$ cat config.mk
export PLATFORM = sky130hd
export DESIGN_NAME = property_path_tokenizer_unit
export DESIGN_NICKNAME = d
export VERILOG_FILES = /design/src/rtl/pptok_pkg.sv /design/src/rtl/pptok_core.sv /design/src/rtl/property_path_tokenizer_unit.sv
export SDC_FILE = /design/constraint.sdc
export NUM_CORES = 1
export LEC_CHECK = 0
export ABC_AREA = 1
export BUFFER_PORTS_ARGS = -buffer_cell sky130_fd_sc_hd__buf_4
export CAP_MARGIN = 20
export CORE_UTILIZATION = 40
export DETAILED_ROUTE_END_ITERATION = 8
export PLACE_DENSITY = 0.69
export SLEW_MARGIN = 20
export SYNTH_ARGS = -nofsm -noshare
export SYNTH_HDL_FRONTEND = slang
export SYNTH_SLANG_ARGS = --single-unit
export TNS_END_PERCENT = 1
$ cat constraint.sdc
create_clock -name clk -period 3.95 [get_ports clk]
set_input_delay 0.79 -clock clk [delete_from_list [all_inputs] [get_ports clk]]
set_output_delay 0.79 -clock clk [all_outputs]
set_load 0.02 [all_outputs]
$ cat src/rtl/pptok_pkg.sv
// Types and constants for the property path tokenizer.
// Depends on nothing; imported by every module of the block.
`default_nettype none

package pptok_pkg;

    // Default width of the decimal index accumulator
    localparam int INDEX_BITS_DEF = 31;

    // Character codes that steer the tokenizer
    localparam logic [7:0] CH_DOT     = 8'h2E;
    localparam logic [7:0] CH_LBRACK  = 8'h5B;
    localparam logic [7:0] CH_RBRACK  = 8'h5D;
    localparam logic [7:0] CH_ZERO    = 8'h30;
    localparam logic [7:0] CH_NINE    = 8'h39;

    // Event code reported for each word
    typedef enum logic [3:0] {
        EV_FIELD_CHAR   = 4'd0,
        EV_FIELD_CLOSED = 4'd1,
        EV_INDEX_DIGIT  = 4'd2,
        EV_INDEX_CLOSED = 4'd3,
        EV_SEPARATOR    = 4'd4,
        EV_ERROR        = 4'd5,
        EV_IGNORED      = 4'd6,
        EV_ACCEPTED     = 4'd7,
        EV_REJECTED     = 4'd8
    } pptok_event_t;

    // Tokenizer mode
    typedef enum logic [1:0] {
        MODE_FIELD   = 2'd0,
        MODE_BRACKET = 2'd1,
        MODE_BETWEEN = 2'd2
    } pptok_mode_t;

    // Command kind of an input word
    typedef enum logic {
        CMD_CHAR = 1'b0,
        CMD_END  = 1'b1
    } pptok_cmd_t;

    // One input word as held in the input register
    typedef struct packed {
        pptok_cmd_t cmd;
        logic [7:0] ch;
    } pptok_item_t;

endpackage

`default_nettype wire

$ cat src/rtl/pptok_core.sv
// Tokenizer state and the per-word step logic.
// Depends on pptok_pkg; instantiated by property_path_tokenizer_unit.
`default_nettype none

module pptok_core
    import pptok_pkg::*;
#(
    parameter int INDEX_BITS = INDEX_BITS_DEF
)
(
    input  wire logic                  clk,
    input  wire logic                  rst_n,
    input  wire logic                  step,
    input  wire pptok_item_t           item,
    output pptok_event_t               ev,
    output logic [7:0]                 echo_char,
    output logic [INDEX_BITS-1:0]      index_value,
    output logic                       final_field
);

    pptok_mode_t            mode_reg,        mode_next;
    logic                   field_empty_reg, field_empty_next;
    logic                   index_empty_reg, index_empty_next;
    logic [INDEX_BITS-1:0]  acc_reg,         acc_next;
    logic                   error_reg,       error_next;

    logic                   is_digit;
    logic [3:0]             digit;
    logic [INDEX_BITS+3:0]  acc_wide;
    logic [INDEX_BITS+3:0]  prod;
    logic                   overflow;

    // Multiply-add by ten; any bit above the index width means overflow
    assign is_digit = (item.ch >= CH_ZERO) && (item.ch <= CH_NINE);
    assign digit    = 4'(item.ch - CH_ZERO);
    assign acc_wide = {4'b0, acc_reg};
    assign prod     = (acc_wide << 3) + (acc_wide << 1) + {{INDEX_BITS{1'b0}}, digit};
    assign overflow = |prod[INDEX_BITS+3:INDEX_BITS];

    // Step decode
    always_comb
    begin
        mode_next        = mode_reg;
        field_empty_next = field_empty_reg;
        index_empty_next = index_empty_reg;
        acc_next         = acc_reg;
        error_next       = error_reg;
        ev               = EV_IGNORED;
        echo_char        = '0;
        index_value      = '0;
        final_field      = 1'b0;

        if (item.cmd == CMD_END)
        begin
            if (error_reg)
            begin
                ev = EV_REJECTED;
            end
            else
            begin
                unique case (mode_reg)
                    MODE_FIELD:
                    begin
                        if (field_empty_reg)
                        begin
                            ev = EV_REJECTED;
                        end
                        else
                        begin
                            ev          = EV_ACCEPTED;
                            final_field = 1'b1;
                        end
                    end
                    MODE_BRACKET: ev = EV_REJECTED;
                    default:      ev = EV_ACCEPTED;
                endcase
            end
            // End of path returns to the reset state
            mode_next        = MODE_FIELD;
            field_empty_next = 1'b1;
            index_empty_next = 1'b1;
            acc_next         = '0;
            error_next       = 1'b0;
        end
        else
        begin
            echo_char = item.ch;
            if (error_reg)
            begin
                ev = EV_IGNORED;
            end
            else
            begin
                unique case (mode_reg)
                    MODE_FIELD:
                    begin
                        if (item.ch == CH_DOT || item.ch == CH_LBRACK)
                        begin
                            if (field_empty_reg)
                            begin
                                ev = EV_ERROR;
                            end
                            else
                            begin
                                ev = EV_FIELD_CLOSED;
                                if (item.ch == CH_DOT)
                                begin
                                    field_empty_next = 1'b1;
                                end
                                else
                                begin
                                    mode_next        = MODE_BRACKET;
                                    index_empty_next = 1'b1;
                                    acc_next         = '0;
                                end
                            end
                        end
                        else
                        begin
                            ev               = EV_FIELD_CHAR;
                            field_empty_next = 1'b0;
                        end
                    end
                    MODE_BRACKET:
                    begin
                        if (item.ch == CH_RBRACK)
                        begin
                            if (index_empty_reg)
                            begin
                                ev = EV_ERROR;
                            end
                            else
                            begin
                                ev          = EV_INDEX_CLOSED;
                                index_value = acc_reg;
                                mode_next   = MODE_BETWEEN;
                            end
                        end
                        else if (is_digit && !overflow)
                        begin
                            ev               = EV_INDEX_DIGIT;
                            acc_next         = prod[INDEX_BITS-1:0];
                            index_empty_next = 1'b0;
                        end
                        else
                        begin
                            ev = EV_ERROR;
                        end
                    end
                    default:
                    begin
                        // Between mode; the unused code behaves the same
                        if (item.ch == CH_DOT)
                        begin
                            ev               = EV_SEPARATOR;
                            mode_next        = MODE_FIELD;
                            field_empty_next = 1'b1;
                        end
                        else if (item.ch == CH_LBRACK)
                        begin
                            ev               = EV_SEPARATOR;
                            mode_next        = MODE_BRACKET;
                            index_empty_next = 1'b1;
                            acc_next         = '0;
                        end
                        else
                        begin
                            ev = EV_ERROR;
                        end
                    end
                endcase
            end
            if (ev == EV_ERROR)
            begin
                error_next = 1'b1;
            end
        end
    end

    // Commit state on each processed word
    always_ff @(posedge clk or negedge rst_n)
    begin
        if (!rst_n)
        begin
            mode_reg        <= MODE_FIELD;
            field_empty_reg <= 1'b1;
            index_empty_reg <= 1'b1;
            acc_reg         <= '0;
            error_reg       <= 1'b0;
        end
        else if (step)
        begin
            mode_reg        <= mode_next;
            field_empty_reg <= field_empty_next;
            index_empty_reg <= index_empty_next;
            acc_reg         <= acc_next;
            error_reg       <= error_next;
        end
    end

endmodule

`default_nettype wire

$ cat src/rtl/property_path_tokenizer_unit.sv
// Property path tokenizer: splits a dotted, bracket-indexed path into tokens.
// Each input word is registered, stepped through the tokenizer and lands in
// an output register, so one word enters per clock while the master side
// keeps taking results; while the output register is stalled, the input
// register and the tokenizer state hold their word. Tokenizer
// state (mode, empty flags, index accumulator, error flag) is carried in
// pptok_core and updated once per word; the index digit step is one
// multiply-by-ten add. An end-of-path word reports accept or reject and
// returns the tokenizer to its reset state. Depends on pptok_pkg, pptok_core.
`default_nettype none

module property_path_tokenizer_unit
    import pptok_pkg::*;
#(
    parameter int INDEX_BITS = INDEX_BITS_DEF,
    localparam int OUT_W     = ((8 + INDEX_BITS + 1 + 7) / 8) * 8
)
(
    input  wire logic              clk,
    input  wire logic              rst_n,
    input  wire logic              s_axis_tvalid,
    output logic                   s_axis_tready,
    input  wire logic [7:0]        s_axis_tdata,   // [7:0] ch
    input  wire logic              s_axis_tuser,   // [0] cmd
    output logic                   m_axis_tvalid,
    input  wire logic              m_axis_tready,
    output logic [OUT_W-1:0]       m_axis_tdata,   // echo_char, index_value, final_field
    output logic [3:0]             m_axis_tuser    // [3:0] event_res
);

    localparam int PAD_W = OUT_W - (8 + INDEX_BITS + 1);

    logic                   in_valid_reg;
    pptok_item_t            in_item_reg;
    logic                   out_valid_reg;
    pptok_event_t           out_event_reg;
    logic [7:0]             out_echo_reg;
    logic [INDEX_BITS-1:0]  out_index_reg;
    logic                   out_final_reg;

    logic                   out_ready;
    logic                   step;
    pptok_event_t           core_ev;
    logic [7:0]             core_echo;
    logic [INDEX_BITS-1:0]  core_index;
    logic                   core_final;

    // Handshake: advance when the output register is free or being drained
    assign out_ready     = !out_valid_reg || m_axis_tready;
    assign step          = in_valid_reg && out_ready;
    assign s_axis_tready = !in_valid_reg || out_ready;

    // Input register
    always_ff @(posedge clk or negedge rst_n)
    begin
        if (!rst_n)
        begin
            in_valid_reg <= 1'b0;
        end
        else if (s_axis_tready)
        begin
            in_valid_reg <= s_axis_tvalid;
        end
    end

    always_ff @(posedge clk)
    begin
        if (s_axis_tready && s_axis_tvalid)
        begin
            in_item_reg.cmd <= pptok_cmd_t'(s_axis_tuser);
            in_item_reg.ch  <= s_axis_tdata;
        end
    end

    pptok_core #(
        .INDEX_BITS (INDEX_BITS)
    ) u_core (
        .clk         (clk),
        .rst_n       (rst_n),
        .step        (step),
        .item        (in_item_reg),
        .ev          (core_ev),
        .echo_char   (core_echo),
        .index_value (core_index),
        .final_field (core_final)
    );

    // Output register
    always_ff @(posedge clk or negedge rst_n)
    begin
        if (!rst_n)
        begin
            out_valid_reg <= 1'b0;
        end
        else if (out_ready)
        begin
            out_valid_reg <= in_valid_reg;
        end
    end

    always_ff @(posedge clk)
    begin
        if (step)
        begin
            out_event_reg <= core_ev;
            out_echo_reg  <= core_echo;
            out_index_reg <= core_index;
            out_final_reg <= core_final;
        end
    end

    // Pack the result word
    assign m_axis_tvalid = out_valid_reg;
    assign m_axis_tuser  = out_event_reg;
    generate
        if (PAD_W > 0)
        begin : g_pad
            assign m_axis_tdata = {{PAD_W{1'b0}}, out_final_reg, out_index_reg, out_echo_reg};
        end
        else
        begin : g_nopad
            assign m_axis_tdata = {out_final_reg, out_index_reg, out_echo_reg};
        end
    endgenerate

endmodule

`default_nettype wire

==> impl_summary.log, run 1 <==
INFO  metric drt_pass1_iterations = 6
INFO  metric detailedPlacementHpwl = slightly below 10,000 um
INFO  metric postCtsSetupRepairBufs = 0
INFO  metric failed_checks = DRC
INFO  metric final-setup-viol-count = 0
INFO  metric grt_overflow_total = 0
INFO  metric synthDominantAreaCellType = edfxtp_1
INFO  metric peak_supply_drop = around 210 uV
INFO  metric synth_largest_type_area_fraction = 26.1%
INFO  metric cts.path.max_buffers = 2
INFO  metric cts_made_buffers = 9
INFO  metric fp.dieArea = between 0.015 and 0.02 mm2
INFO  metric worst_ep_required_time = 4.23 ns
INFO  metric antenna_diode_count = 0
INFO  metric final_cell_area = between 0.007 and 0.008 mm2
INFO  metric post_cts.resized_instances = 0
INFO  metric average_cell_area_after_synthesis = roughly 8.4 um2
INFO  metric synth_seq_area_share = about two fifths
INFO  metric clock_tree_from_tritoncts = yes
INFO  metric drt_iter0_markers = between 200 and 250
INFO  metric route.vias.total = ~4,800
INFO  metric vias_in_the_first_global_route = 4,688
INFO  metric netlist_area = ~0.006 mm2
INFO  metric die_h = around 130 um
INFO  metric fin_tns_setup = 0 ns
INFO  metric clkTransAtPathRegs = 0.07 ns
INFO  metric fin_crit_sh = between 80 and 90%
INFO  metric rsz0062_at_grt = no
INFO  metric cts.sinks = 91
INFO  metric number_of_distinct_library_cells_after_synthesis = 41
INFO  metric synthCells = approximately 730
INFO  metric hold-worst-slack = a little over 0.4 ns
INFO  metric post_cts_hold_buffer_count = 0
INFO  metric first_pass_grt_wire_length = ~22,000 um
INFO  metric insertion_delay = about 0.36 ns
INFO  metric worstSetupPathType = register to register
INFO  metric ioPinCount = just under 60
INFO  metric clock_tree.htree_level_count = 3
INFO  metric io_buffer_count = between 50 and 60
INFO  metric area_growth_syn_to_layout = 15.3%
INFO  metric grt_util_all_layers = 17.6%
INFO  metric critical_path_end_type = register
INFO  metric crit_path_start_kind = register
INFO  metric fp.dieW = 126 um
INFO  metric hold_violations = 0
INFO  metric leakagePower = ~3.4 nW
INFO  metric syn_nets = about 800
INFO  metric final_core_utilization = 47.9%
INFO  metric arrival = approximately 3.6 ns
INFO  metric layout-drive-gt1-share = between 10% and 20%
INFO  metric hold_class = primary input to async pin
INFO  metric cellPowerDensity = around 360 mW/mm2
INFO  metric final_max_slew_viol_count = 0
INFO  metric gp_routability_congestion = slightly below 0.9
INFO  metric final_nets = ~870
INFO  metric power = 2.57 mW
INFO  metric layout_min_cycle_time = approximately 3.3 ns
INFO  metric dpl-instance-area = 0.00674 mm2
INFO  metric start_util = roughly two fifths
INFO  metric fmaxAchievable = slightly above 0.3 GHz
INFO  metric pin_count_of_the_biggest_net_entering_global_routing = 39
INFO  metric core = roughly 0.015 mm2
INFO  metric post_drt_wl_per_cell = ~13 um
INFO  metric worstMarginPinSlew = 0.684 ns
INFO  metric worst_clock_skew = 0.0112 ns
INFO  metric ant_nets = 0
INFO  metric drcViolationCount = 3
INFO  metric max-cap-violations = 0
INFO  metric cts-root-buf = clkbuf_16
INFO  metric postSynthRegisterBits = ~90
INFO  metric drt_wl_total = 12,700 um
INFO  metric synth-warning-count = 0
INFO  metric ys_top_cells_by_area = edfxtp_1, dfrtp_1, ha_1
INFO  metric critPathMaxFanout = 19
INFO  metric grt_antenna_before_repair = 0
INFO  metric slew_headroom = between 50% and 60%
INFO  metric outcome = complete, but fails checks
INFO  metric core.rowCount = 44
INFO  metric drt-vias-per-instance = approximately 4.9
-- cell usage in the layout, fill, tap and decap left out, types with 3 or more instances in the layout --
master     count
o21bai_1       4
xor2_1        12
inv_8          3
inv_1        111
inv_2          3
nand2_2       11
xnor2_1       14
nor3_1         5
ha_1          61
nor2_1        81
nand2_1      190
nor2_2         8
and3_1         4
o21ai_2       30
clkbuf_16      9
nand4_1        3
edfxtp_1      53
buf_4         60
a21oi_1       32
dfrtp_1       36
a31oi_1        5
o21ai_0       10
nand3_1       21
-- path summary, 6_finish.rpt --
check                                       start  slack [ns]  depth (start not counted)                      to
max reg2reg                        in_item_reg[3]        0.67                         19      u_core.acc_reg[15]
max                                in_item_reg[3]        0.67                         19      u_core.acc_reg[15]
max in group asynchronous                   rst_n        3.16                          1      u_core.acc_reg[16]
min reg2reg                u_core.index_empty_reg        0.47                          2  u_core.index_empty_reg
min                                         rst_n        0.41                          1      u_core.acc_reg[27]
min in group clk           u_core.index_empty_reg        0.47                          2  u_core.index_empty_reg
-- area by class of cell --
cell class / instances / area, um2
Tap cell: 184 / 230
Inverter: 115 / 434
Multi-Input combinational cell: 510 / 3040
Sequential cell: 91 / 2540
Fill cell: 1391 / 7660
Timing Repair Buffer: 62 / 490
Clock buffer: 9 / 225
Clock inverter: 7 / 76.3
-- kinds of logic after synthesis --
kind of cell / Yosys count / share of synthesized area, %
xor gates and xnor gates: 26 / 3.73
adders and majority gates: 63 / 13.2
buffers and inverters: 126 / 8.58
and+or+nand+nor: 332 / 22.9
AOI/OAI and AO/OA: 89 / 9.94
DFF: 91 / 41.7
-- synth_stat cells, drive strengths merged --
| cell type | instances |
|---|---|
| nand2 | 202 |
| inv | 115 |
| a31oi | 5 |
| and3 | 4 |
| nor3b | 2 |
| buf | 7 |
| edfxtp | 53 |
| a31o | 2 |
| xnor2 | 14 |
| a2111oi | 1 |
| nor4 | 3 |
| o21ai | 42 |
| and2 | 1 |
| o311ai | 1 |
| a311oi | 1 |
| o211ai | 1 |
| a21oi | 32 |
| nor3 | 5 |
| ha | 61 |
| o21bai | 4 |
| clkbuf | 4 |
| dfstp | 2 |
| dfrtp | 36 |
| nand4 | 3 |
| nand3 | 23 |
| fa | 2 |
| xor2 | 12 |
| nor2 | 89 |
-- stage by stage --
step                worst slack [ns]  std cells
floorplan                       1.16        727
global placement               0.730        962
detailed placement             0.682        962
CTS                            0.669        978
global route                   0.331        978
finish                         0.674        978
-- layer usage --
metal  GRT usage, %  wire length, um  vias up
met5              0                0        -
met4           7.82              297        0
met3           3.94              426       20
met2           29.7             6010       75
met1           21.4             5920     2202
li1               -                -     2483
-- power breakdown --
part / internal (mW) / leakage [nW] / switching, mW
sequential: 1.14 / 1.04 / 0.0551
clock: 0.451 / 0.149 / 0.412
combinational: 0.180 / 2.25 / 0.332
total: 1.77 / 3.44 / 0.799
-- critical path, cell delays in order (launching register included) --
cell and delay, ns:
edfxtp_1 0.39, inv_1 0.09, fa_1 0.53, fa_1 0.43, inv_1 0.11, nand3_1 0.07, nand3_1 0.10, nand3_1 0.08
nand2_1 0.12, nand3_1 0.08, nand2_1 0.13, nand2_1 0.07, nand2_1 0.07, nor2_2 0.05, nand2_4 0.08, inv_4 0.05
o21ai_4 0.39, buf_12 0.22, nand2_1 0.08, o21ai_2 0.05
Note: power is estimated with default switching activity, not from simulation.
==> inputs of run 2 (changes only) <==
--- a/config.mk
+++ b/config.mk
@@ -5,7 +5,7 @@
 export SDC_FILE = /design/constraint.sdc
 export NUM_CORES = 1
 export LEC_CHECK = 0
-export ABC_AREA = 1
+export ABC_AREA = 0
 export BUFFER_PORTS_ARGS = -buffer_cell sky130_fd_sc_hd__buf_4
 export CAP_MARGIN = 20
 export CORE_UTILIZATION = 40
==> constraint.sdc (replaced) <==
create_clock -name clk -period 3.24 [get_ports clk]
set_input_delay 0.648 -clock clk [delete_from_list [all_inputs] [get_ports clk]]
set_output_delay 0.648 -clock clk [all_outputs]
set_load 0.02 [all_outputs]
==> impl_summary.log, run 2 <==
INFO  metric worstSetupPathType = register to register
INFO  metric drcViolationCount = 0
INFO  metric final_core_utilization = 53.7%
INFO  metric drt-vias-per-instance = 5.33
INFO  metric drt_wl_total = roughly 13,000 um
INFO  metric pin_count_of_the_biggest_net_entering_global_routing = 39
INFO  metric fin_crit_sh = 109%
INFO  metric ioPinCount = 59
INFO  metric critical_path.slowest_cell = fa_2
INFO  metric grt_util_all_layers = between 10% and 20%
INFO  metric leakagePower = 3.60 nW
INFO  metric core = roughly 0.014 mm2
INFO  metric drt_iter0_markers = between 300 and 400
INFO  metric synth_edf_count = 53
INFO  metric cts.path.max_buffers = 2
INFO  metric critical_path_buf_inv_count = 2
INFO  metric postSynthRegisterBits = 91
INFO  metric place_worst_setup_slack = -0.298 ns
INFO  metric dp_cell_count = between 800 and 900
INFO  metric post_layout_nonfiller_instances = 879
INFO  metric post_drt_wl_per_cell = approximately 15 um
INFO  metric finalWorstSetupSlack = -0.295 ns
INFO  metric critPathMaxFanout = 17
INFO  metric crit_chain = inv_1, fa_2, fa_1, nor2b_1, o31ai_1, a31o_1, a2111oi_4, o211ai_1, a211o_1, a221oi_4, and2_4, buf_12, a22o_1
INFO  metric route.vias.total = approximately 4,700
INFO  metric synthDominantAreaCellType = edfxtp_1
INFO  metric clock_tree_from_tritoncts = yes
INFO  metric first_pass_grt_wire_length = between 20,000 and 25,000 um
INFO  metric antenna_diode_count = 0
INFO  metric netlist_area = 0.00569 mm2
INFO  metric cellPowerDensity = between 400 and 500 mW/mm2
INFO  metric io_buffer_count = between 50 and 60
INFO  metric area_growth_syn_to_layout = 31.2%
INFO  metric seqCellArea = around 0.0025 mm2
INFO  metric outcome = complete, but fails checks
INFO  metric vias_in_the_first_global_route = about 4,700
INFO  metric cts-root-buf = clkbuf_16
INFO  metric layout.cells.most_common_list = buf_4, ha_1, edfxtp_1
INFO  metric layout_min_cycle_time = ~3.5 ns
INFO  metric fmaxAchievable = about 0.28 GHz
INFO  metric number_of_distinct_library_cells_after_synthesis = 56
INFO  metric arrival = 3.83 ns
INFO  metric synth-warning-count = 0
INFO  metric final_nets = 770
INFO  metric worst_ep_required_time = about 3.5 ns
INFO  metric final_max_slew_viol_count = 0
INFO  metric fillCellCount = approximately 1,200
INFO  metric gp_routability_congestion = between 0.9 and 1
INFO  metric clock_tree.htree_level_count = 3
INFO  metric cts_made_buffers = 9
INFO  metric grt_antenna_before_repair = 0
INFO  metric die_h = approximately 120 um
INFO  metric peak_supply_drop = roughly 290 uV
INFO  metric max-cap-violations = 0
INFO  metric fp.dieArea = approximately 0.015 mm2
INFO  metric start_util = 41.0%
INFO  metric drt_pass1_iterations = 6
INFO  metric power.switching_fraction = between 20% and 30%
INFO  metric insertion_delay = between 0.3 and 0.4 ns
INFO  metric crit_path_start_kind = register
INFO  metric grt_overflow_total = 0
INFO  metric final_cell_area = around 0.0075 mm2
INFO  metric average_cell_area_after_synthesis = 10.5 um2
INFO  metric final-setup-viol-count = 36
INFO  metric synth_common_cells = ha_1, edfxtp_1, a21oi_1, nand2_1, and2_1
INFO  metric cellInternalPower = around 2.1 mW
INFO  metric ys_top_cells_by_area = edfxtp_1, dfrtp_1, ha_1
INFO  metric hold_violations = 0
INFO  metric critical_path_end_type = register
INFO  metric synth_top_flop_cell = edfxtp_1
INFO  metric synthMostInstantiatedCell = ha_1
INFO  metric combPwrFrac = about 16%
INFO  metric fp.dieW = about 120 um
INFO  metric worstMarginPinSlew = about 0.69 ns
INFO  metric detailedPlacementHpwl = between 9000 and 10,000 um
INFO  metric synth_largest_type_area_fraction = around 28%
INFO  metric rsz0062_at_grt = yes
INFO  metric power_frac_clock = 36.5%
INFO  metric power = about 3.0 mW
INFO  metric slew_headroom = between 50% and 60%
INFO  metric post_cts_hold_buffer_count = 0
INFO  metric cts.sinks = a little over 90
INFO  metric synth_seq_area_share = 44.8%
INFO  metric fin_tns_setup = -9.05 ns
INFO  metric layout-drive-gt1-share = 28.9%
INFO  metric crit_family = compound AO/OA/AOI/OAI gates
INFO  metric hold-worst-slack = around 0.26 ns
INFO  metric core.rowCount = 43
INFO  metric area_used_by_multi_input_combinational_logic = roughly 0.003 mm2
INFO  metric clkTransAtPathRegs = 0.07 ns
INFO  metric dpl-instance-area = a little over 0.007 mm2
INFO  metric syn_nets = ~600
INFO  metric synthCells = 540
INFO  metric layout_commonest_cell = buf_4
INFO  metric ant_nets = 0
INFO  metric switchingPower = 853 uW
INFO  metric worst_clock_skew = about 0.010 ns
INFO  metric timing.critical_path.slowest_cell_delay = about 0.47 ns
INFO  metric async_flop_share = roughly two fifths
INFO  metric hold_class = primary input to async pin
INFO  metric failed_checks = setup timing
INFO  metric seq_power_share = 47.3%
[run 2: cell count changes in the layout (fill, tap and decap cells not counted), sizes merged, moves of 29 or more]
cell,previous run,this run
nand2,202,38
buf,62,168
inv,120,23
nor2,89,30
and2,1,38
a22o,0,29
[run 2: area by class of cell]
cell class	count	share of cell area [%]
clock buffer	9	3.02
clock inverter	7	1.16
inverter	19	0.956
multi-input combinational	405	40.3
sequential	91	34.1
tap	180	3.02
timing repair buffer	168	17.4
[run 2: worst paths after layout]
| path | cells past startpoint | end | slack, ns | start |
|---|---|---|---|---|
| max in group asynchronous | 1 | u_core.index_empty_reg | 2.61 | rst_n |
| min | 1 | u_core.acc_reg[6] | 0.26 | rst_n |
| min reg2reg | 1 | m_axis_tvalid | 0.51 | in_valid_reg |
| min in group clk | 1 | in_item_reg[4] | 0.46 | s_axis_tdata[4] |
| max | 13 | u_core.acc_reg[19] | -0.30 | in_item_reg[3] |
| max reg2reg | 13 | u_core.acc_reg[19] | -0.30 | in_item_reg[3] |
[run 2: cells by family (layout without fill, tap and decap cells)]
group | count (synthesis) | in the layout | synth area share [%]
adders and majority gates | 63 | 63 | 14.1
xor gates and xnor gates | 27 | 27 | 4.16
buffers and inverters | 44 | 203 | 3.39
DFF | 91 | 91 | 44.8
and+or+nand+nor | 164 | 164 | 15.0
AOI/OAI and AO/OA | 151 | 151 | 18.6
[run 2: metal layers]
layer / GRT usage [%] / share of wire, % / routed length [um]
met1: 23.0 / 44 / 5650
met4: 8.10 / 2.7 / 345
met2: 33.0 / 50 / 6380
met3: 3.52 / 3.7 / 473
met5: 0 / 0 / 0
[run 2: repair_timing]
action                                  CTS  global route
gates resized for setup                   1             6
buffers inserted                          1             1
endpoints found under the hold margin     0             0
endpoints found under the setup margin   36            36
pin swaps                                 2            18
[run 2: power groups by stage]
stage	clock (mW)	combinational, mW	sequential (mW)
floorplan	0	0.275	1.45
global placement	0	0.464	1.44
detailed placement	0	0.473	1.44
CTS	1.12	0.476	1.42
global route	1.16	0.531	1.43
finish	1.09	0.484	1.42
==> inputs of run 3 (changes only) <==
==> constraint.sdc (replaced) <==
create_clock -name clk -period 3.3 [get_ports clk]
set_input_delay 0.66 -clock clk [delete_from_list [all_inputs] [get_ports clk]]
set_output_delay 0.66 -clock clk [all_outputs]
set_load 0.02 [all_outputs]
==> impl_summary.log, run 3 (same netlist as run 2, synthesis figures left out) <==
INFO  metric wl_met2 = between 6000 and 7000 um
INFO  metric outcome = complete, but fails checks
INFO  metric clkTransAtPathRegs = 0.07 ns
INFO  metric grt_util_all_layers = between 10% and 20%
INFO  metric cts.sinks = slightly above 90
INFO  metric worstRegToRegCells = 13
INFO  metric fmaxAchievable = approximately 0.28 GHz
INFO  metric io_buffer_count = 58
INFO  metric drt_iter0_markers = 313
INFO  metric cts.path.max_buffers = 2
INFO  metric start_util = slightly above 40%
INFO  metric layout.cells.most_common_list = buf_4, ha_1, edfxtp_1
INFO  metric slew_headroom = a little under three fifths
INFO  metric finalWorstSetupSlack = -0.315 ns
INFO  metric critPathMaxFanout = 8
INFO  metric antenna_diode_count = 0
INFO  metric crit_path_start_kind = register
INFO  metric post_layout_nonfiller_instances = between 800 and 900
INFO  metric place_worst_setup_slack = -0.288 ns
INFO  metric drt_wl_total = 13,200 um
INFO  metric drt-vias-per-instance = around 5.3
INFO  metric hold_violations = 0
INFO  metric clock_tree_from_tritoncts = yes
INFO  metric timing.critical_path.slowest_cell_delay = 0.47 ns
INFO  metric power = around 3.0 mW
INFO  metric insertion_delay = between 0.3 and 0.4 ns
INFO  metric fp.dieArea = 0.0147 mm2
INFO  metric dp_cell_count = 850
INFO  metric final-setup-viol-count = 36
INFO  metric layout_commonest_cell = buf_4
INFO  metric drcViolationCount = 0
INFO  metric cts_made_buffers = 9
INFO  metric final_core_utilization = ~54%
INFO  metric area_growth_syn_to_layout = 32.1%
INFO  metric cts-root-buf = clkbuf_16
INFO  metric max-cap-violations = 0
INFO  metric core = roughly 0.014 mm2
INFO  metric post_drt_wl_per_cell = roughly 15 um
INFO  metric layout_min_cycle_time = between 3 and 4 ns
INFO  metric route.top_layer_used = met4
INFO  metric routedLengthMet1 = about 5900 um
INFO  metric first_pass_grt_wire_length = around 21,000 um
INFO  metric grt_overflow_total = 0
INFO  metric pin_count_of_the_biggest_net_entering_global_routing = 39
INFO  metric worst_ep_required_time = roughly 3.6 ns
INFO  metric leakagePower = roughly 3.6 nW
INFO  metric critical_path.slowest_cell = fa_2
INFO  metric core.rowCount = 43
INFO  metric grt_antenna_before_repair = 0
INFO  metric arrival = 3.91 ns
INFO  metric vias_in_the_first_global_route = ~4,600
INFO  metric met3_wirelength = 415 um
INFO  metric failed_checks = setup timing
INFO  metric worstMarginPinSlew = 0.664 ns
INFO  metric fp.dieW = between 100 and 150 um
INFO  metric cellPowerDensity = a little under 400 mW/mm2
INFO  metric rsz0062_at_grt = yes
INFO  metric final_nets = approximately 770
INFO  metric die_h = ~120 um
INFO  metric route.vias.total = about 4,600
INFO  metric hold-worst-slack = around 0.28 ns
INFO  metric clock_tree.htree_level_count = 3
INFO  metric worst_clock_skew = approximately 0.013 ns
INFO  metric fin_crit_sh = 110%
INFO  metric gp_routability_congestion = roughly 0.91
INFO  metric critical_path_end_type = register
INFO  metric post_cts_hold_buffer_count = 0
INFO  metric critical-path-top-cell-by-count = fa_2
INFO  metric detailedPlacementHpwl = between 9000 and 10,000 um
INFO  metric crit_chain = inv_2, fa_2, fa_2, nor2b_4, o31ai_1, a31o_1, a2111oi_4, o211ai_1, a211o_1, a221oi_4, and2_4, clkbuf_16, a22o_1
INFO  metric worstSetupPathType = register to register
INFO  metric peak_supply_drop = around 280 uV
INFO  metric fillCellCount = around 1,200
INFO  metric ant_nets = 0
INFO  metric final_max_slew_viol_count = 0
INFO  metric hold_class = primary input to async pin
INFO  metric ioPinCount = 59
INFO  metric layout-drive-gt1-share = 29.0%
INFO  metric drt_pass1_iterations = 5
-- run 3: repair_timing --
item,CTS,global route
gates cloned,0,3
setup buffers,1,4
hold endpoints to repair,0,0
setup endpoints to repair,36,36
gates resized for setup,5,9
pin swaps,6,33
-- run 3: worst paths after layout --
kind / startpoint / end / slack, ns
worst max-delay path: in_item_reg[3] / u_core.acc_reg[29] / -0.32
worst min-delay path: rst_n / u_core.acc_reg[4] / 0.28
worst max register to register: in_item_reg[3] / u_core.acc_reg[29] / -0.32
worst min register to register: in_valid_reg / m_axis_tvalid / 0.51
max in group asynchronous: rst_n / u_core.field_empty_reg / 2.65
min in group clk: s_axis_tdata[2] / in_item_reg[2] / 0.47
-- run 3: layout make-up --
cell class | count | area (um2) | share of cell area, %
Multi-Input combinational cell | 405 | 3030 | 40.4
Tap cell | 180 | 225 | 3.00
Timing Repair Buffer | 163 | 1330 | 17.7
Clock buffer | 9 | 225 | 3.00
Inverter | 19 | 71.3 | 0.949
Sequential cell | 91 | 2540 | 33.9
Clock inverter | 7 | 81.3 | 1.08
-- run 3: critical path: cells and delay by family (launching register included) --
kind	cells	cell delay, ns
AND/OR/NAND/NOR	2	0.43
adder cells (fa/ha/maj)	2	0.91
flip-flops	1	0.43
buffers and inverters	2	0.28
AO/OA/AOI/OAI	7	1.50
-- run 3: routing by layer --
layer / up-vias / GRT usage, %
met4: 0 / 6.79
met2: 92 / 32.0
met5: - / 0
li1: 2312 / -
met3: 17 / 3.34
met1: 2205 / 23.0
-- run 3: per-stage QoR --
stage / area, um2 / TNS [ns]
after floorplan: 5710 / -1.97
after global placement: 7030 / -4.96
after detailed placement: 7030 / -8.56
after CTS: 7380 / -7.17
after global routing: 7510 / -15.68
final: 7510 / -9.55
-- run 3: where the power goes --
group,internal (mW),switching [mW]
clock network,0.600,0.465
registers,1.31,0.0829
logic,0.202,0.293
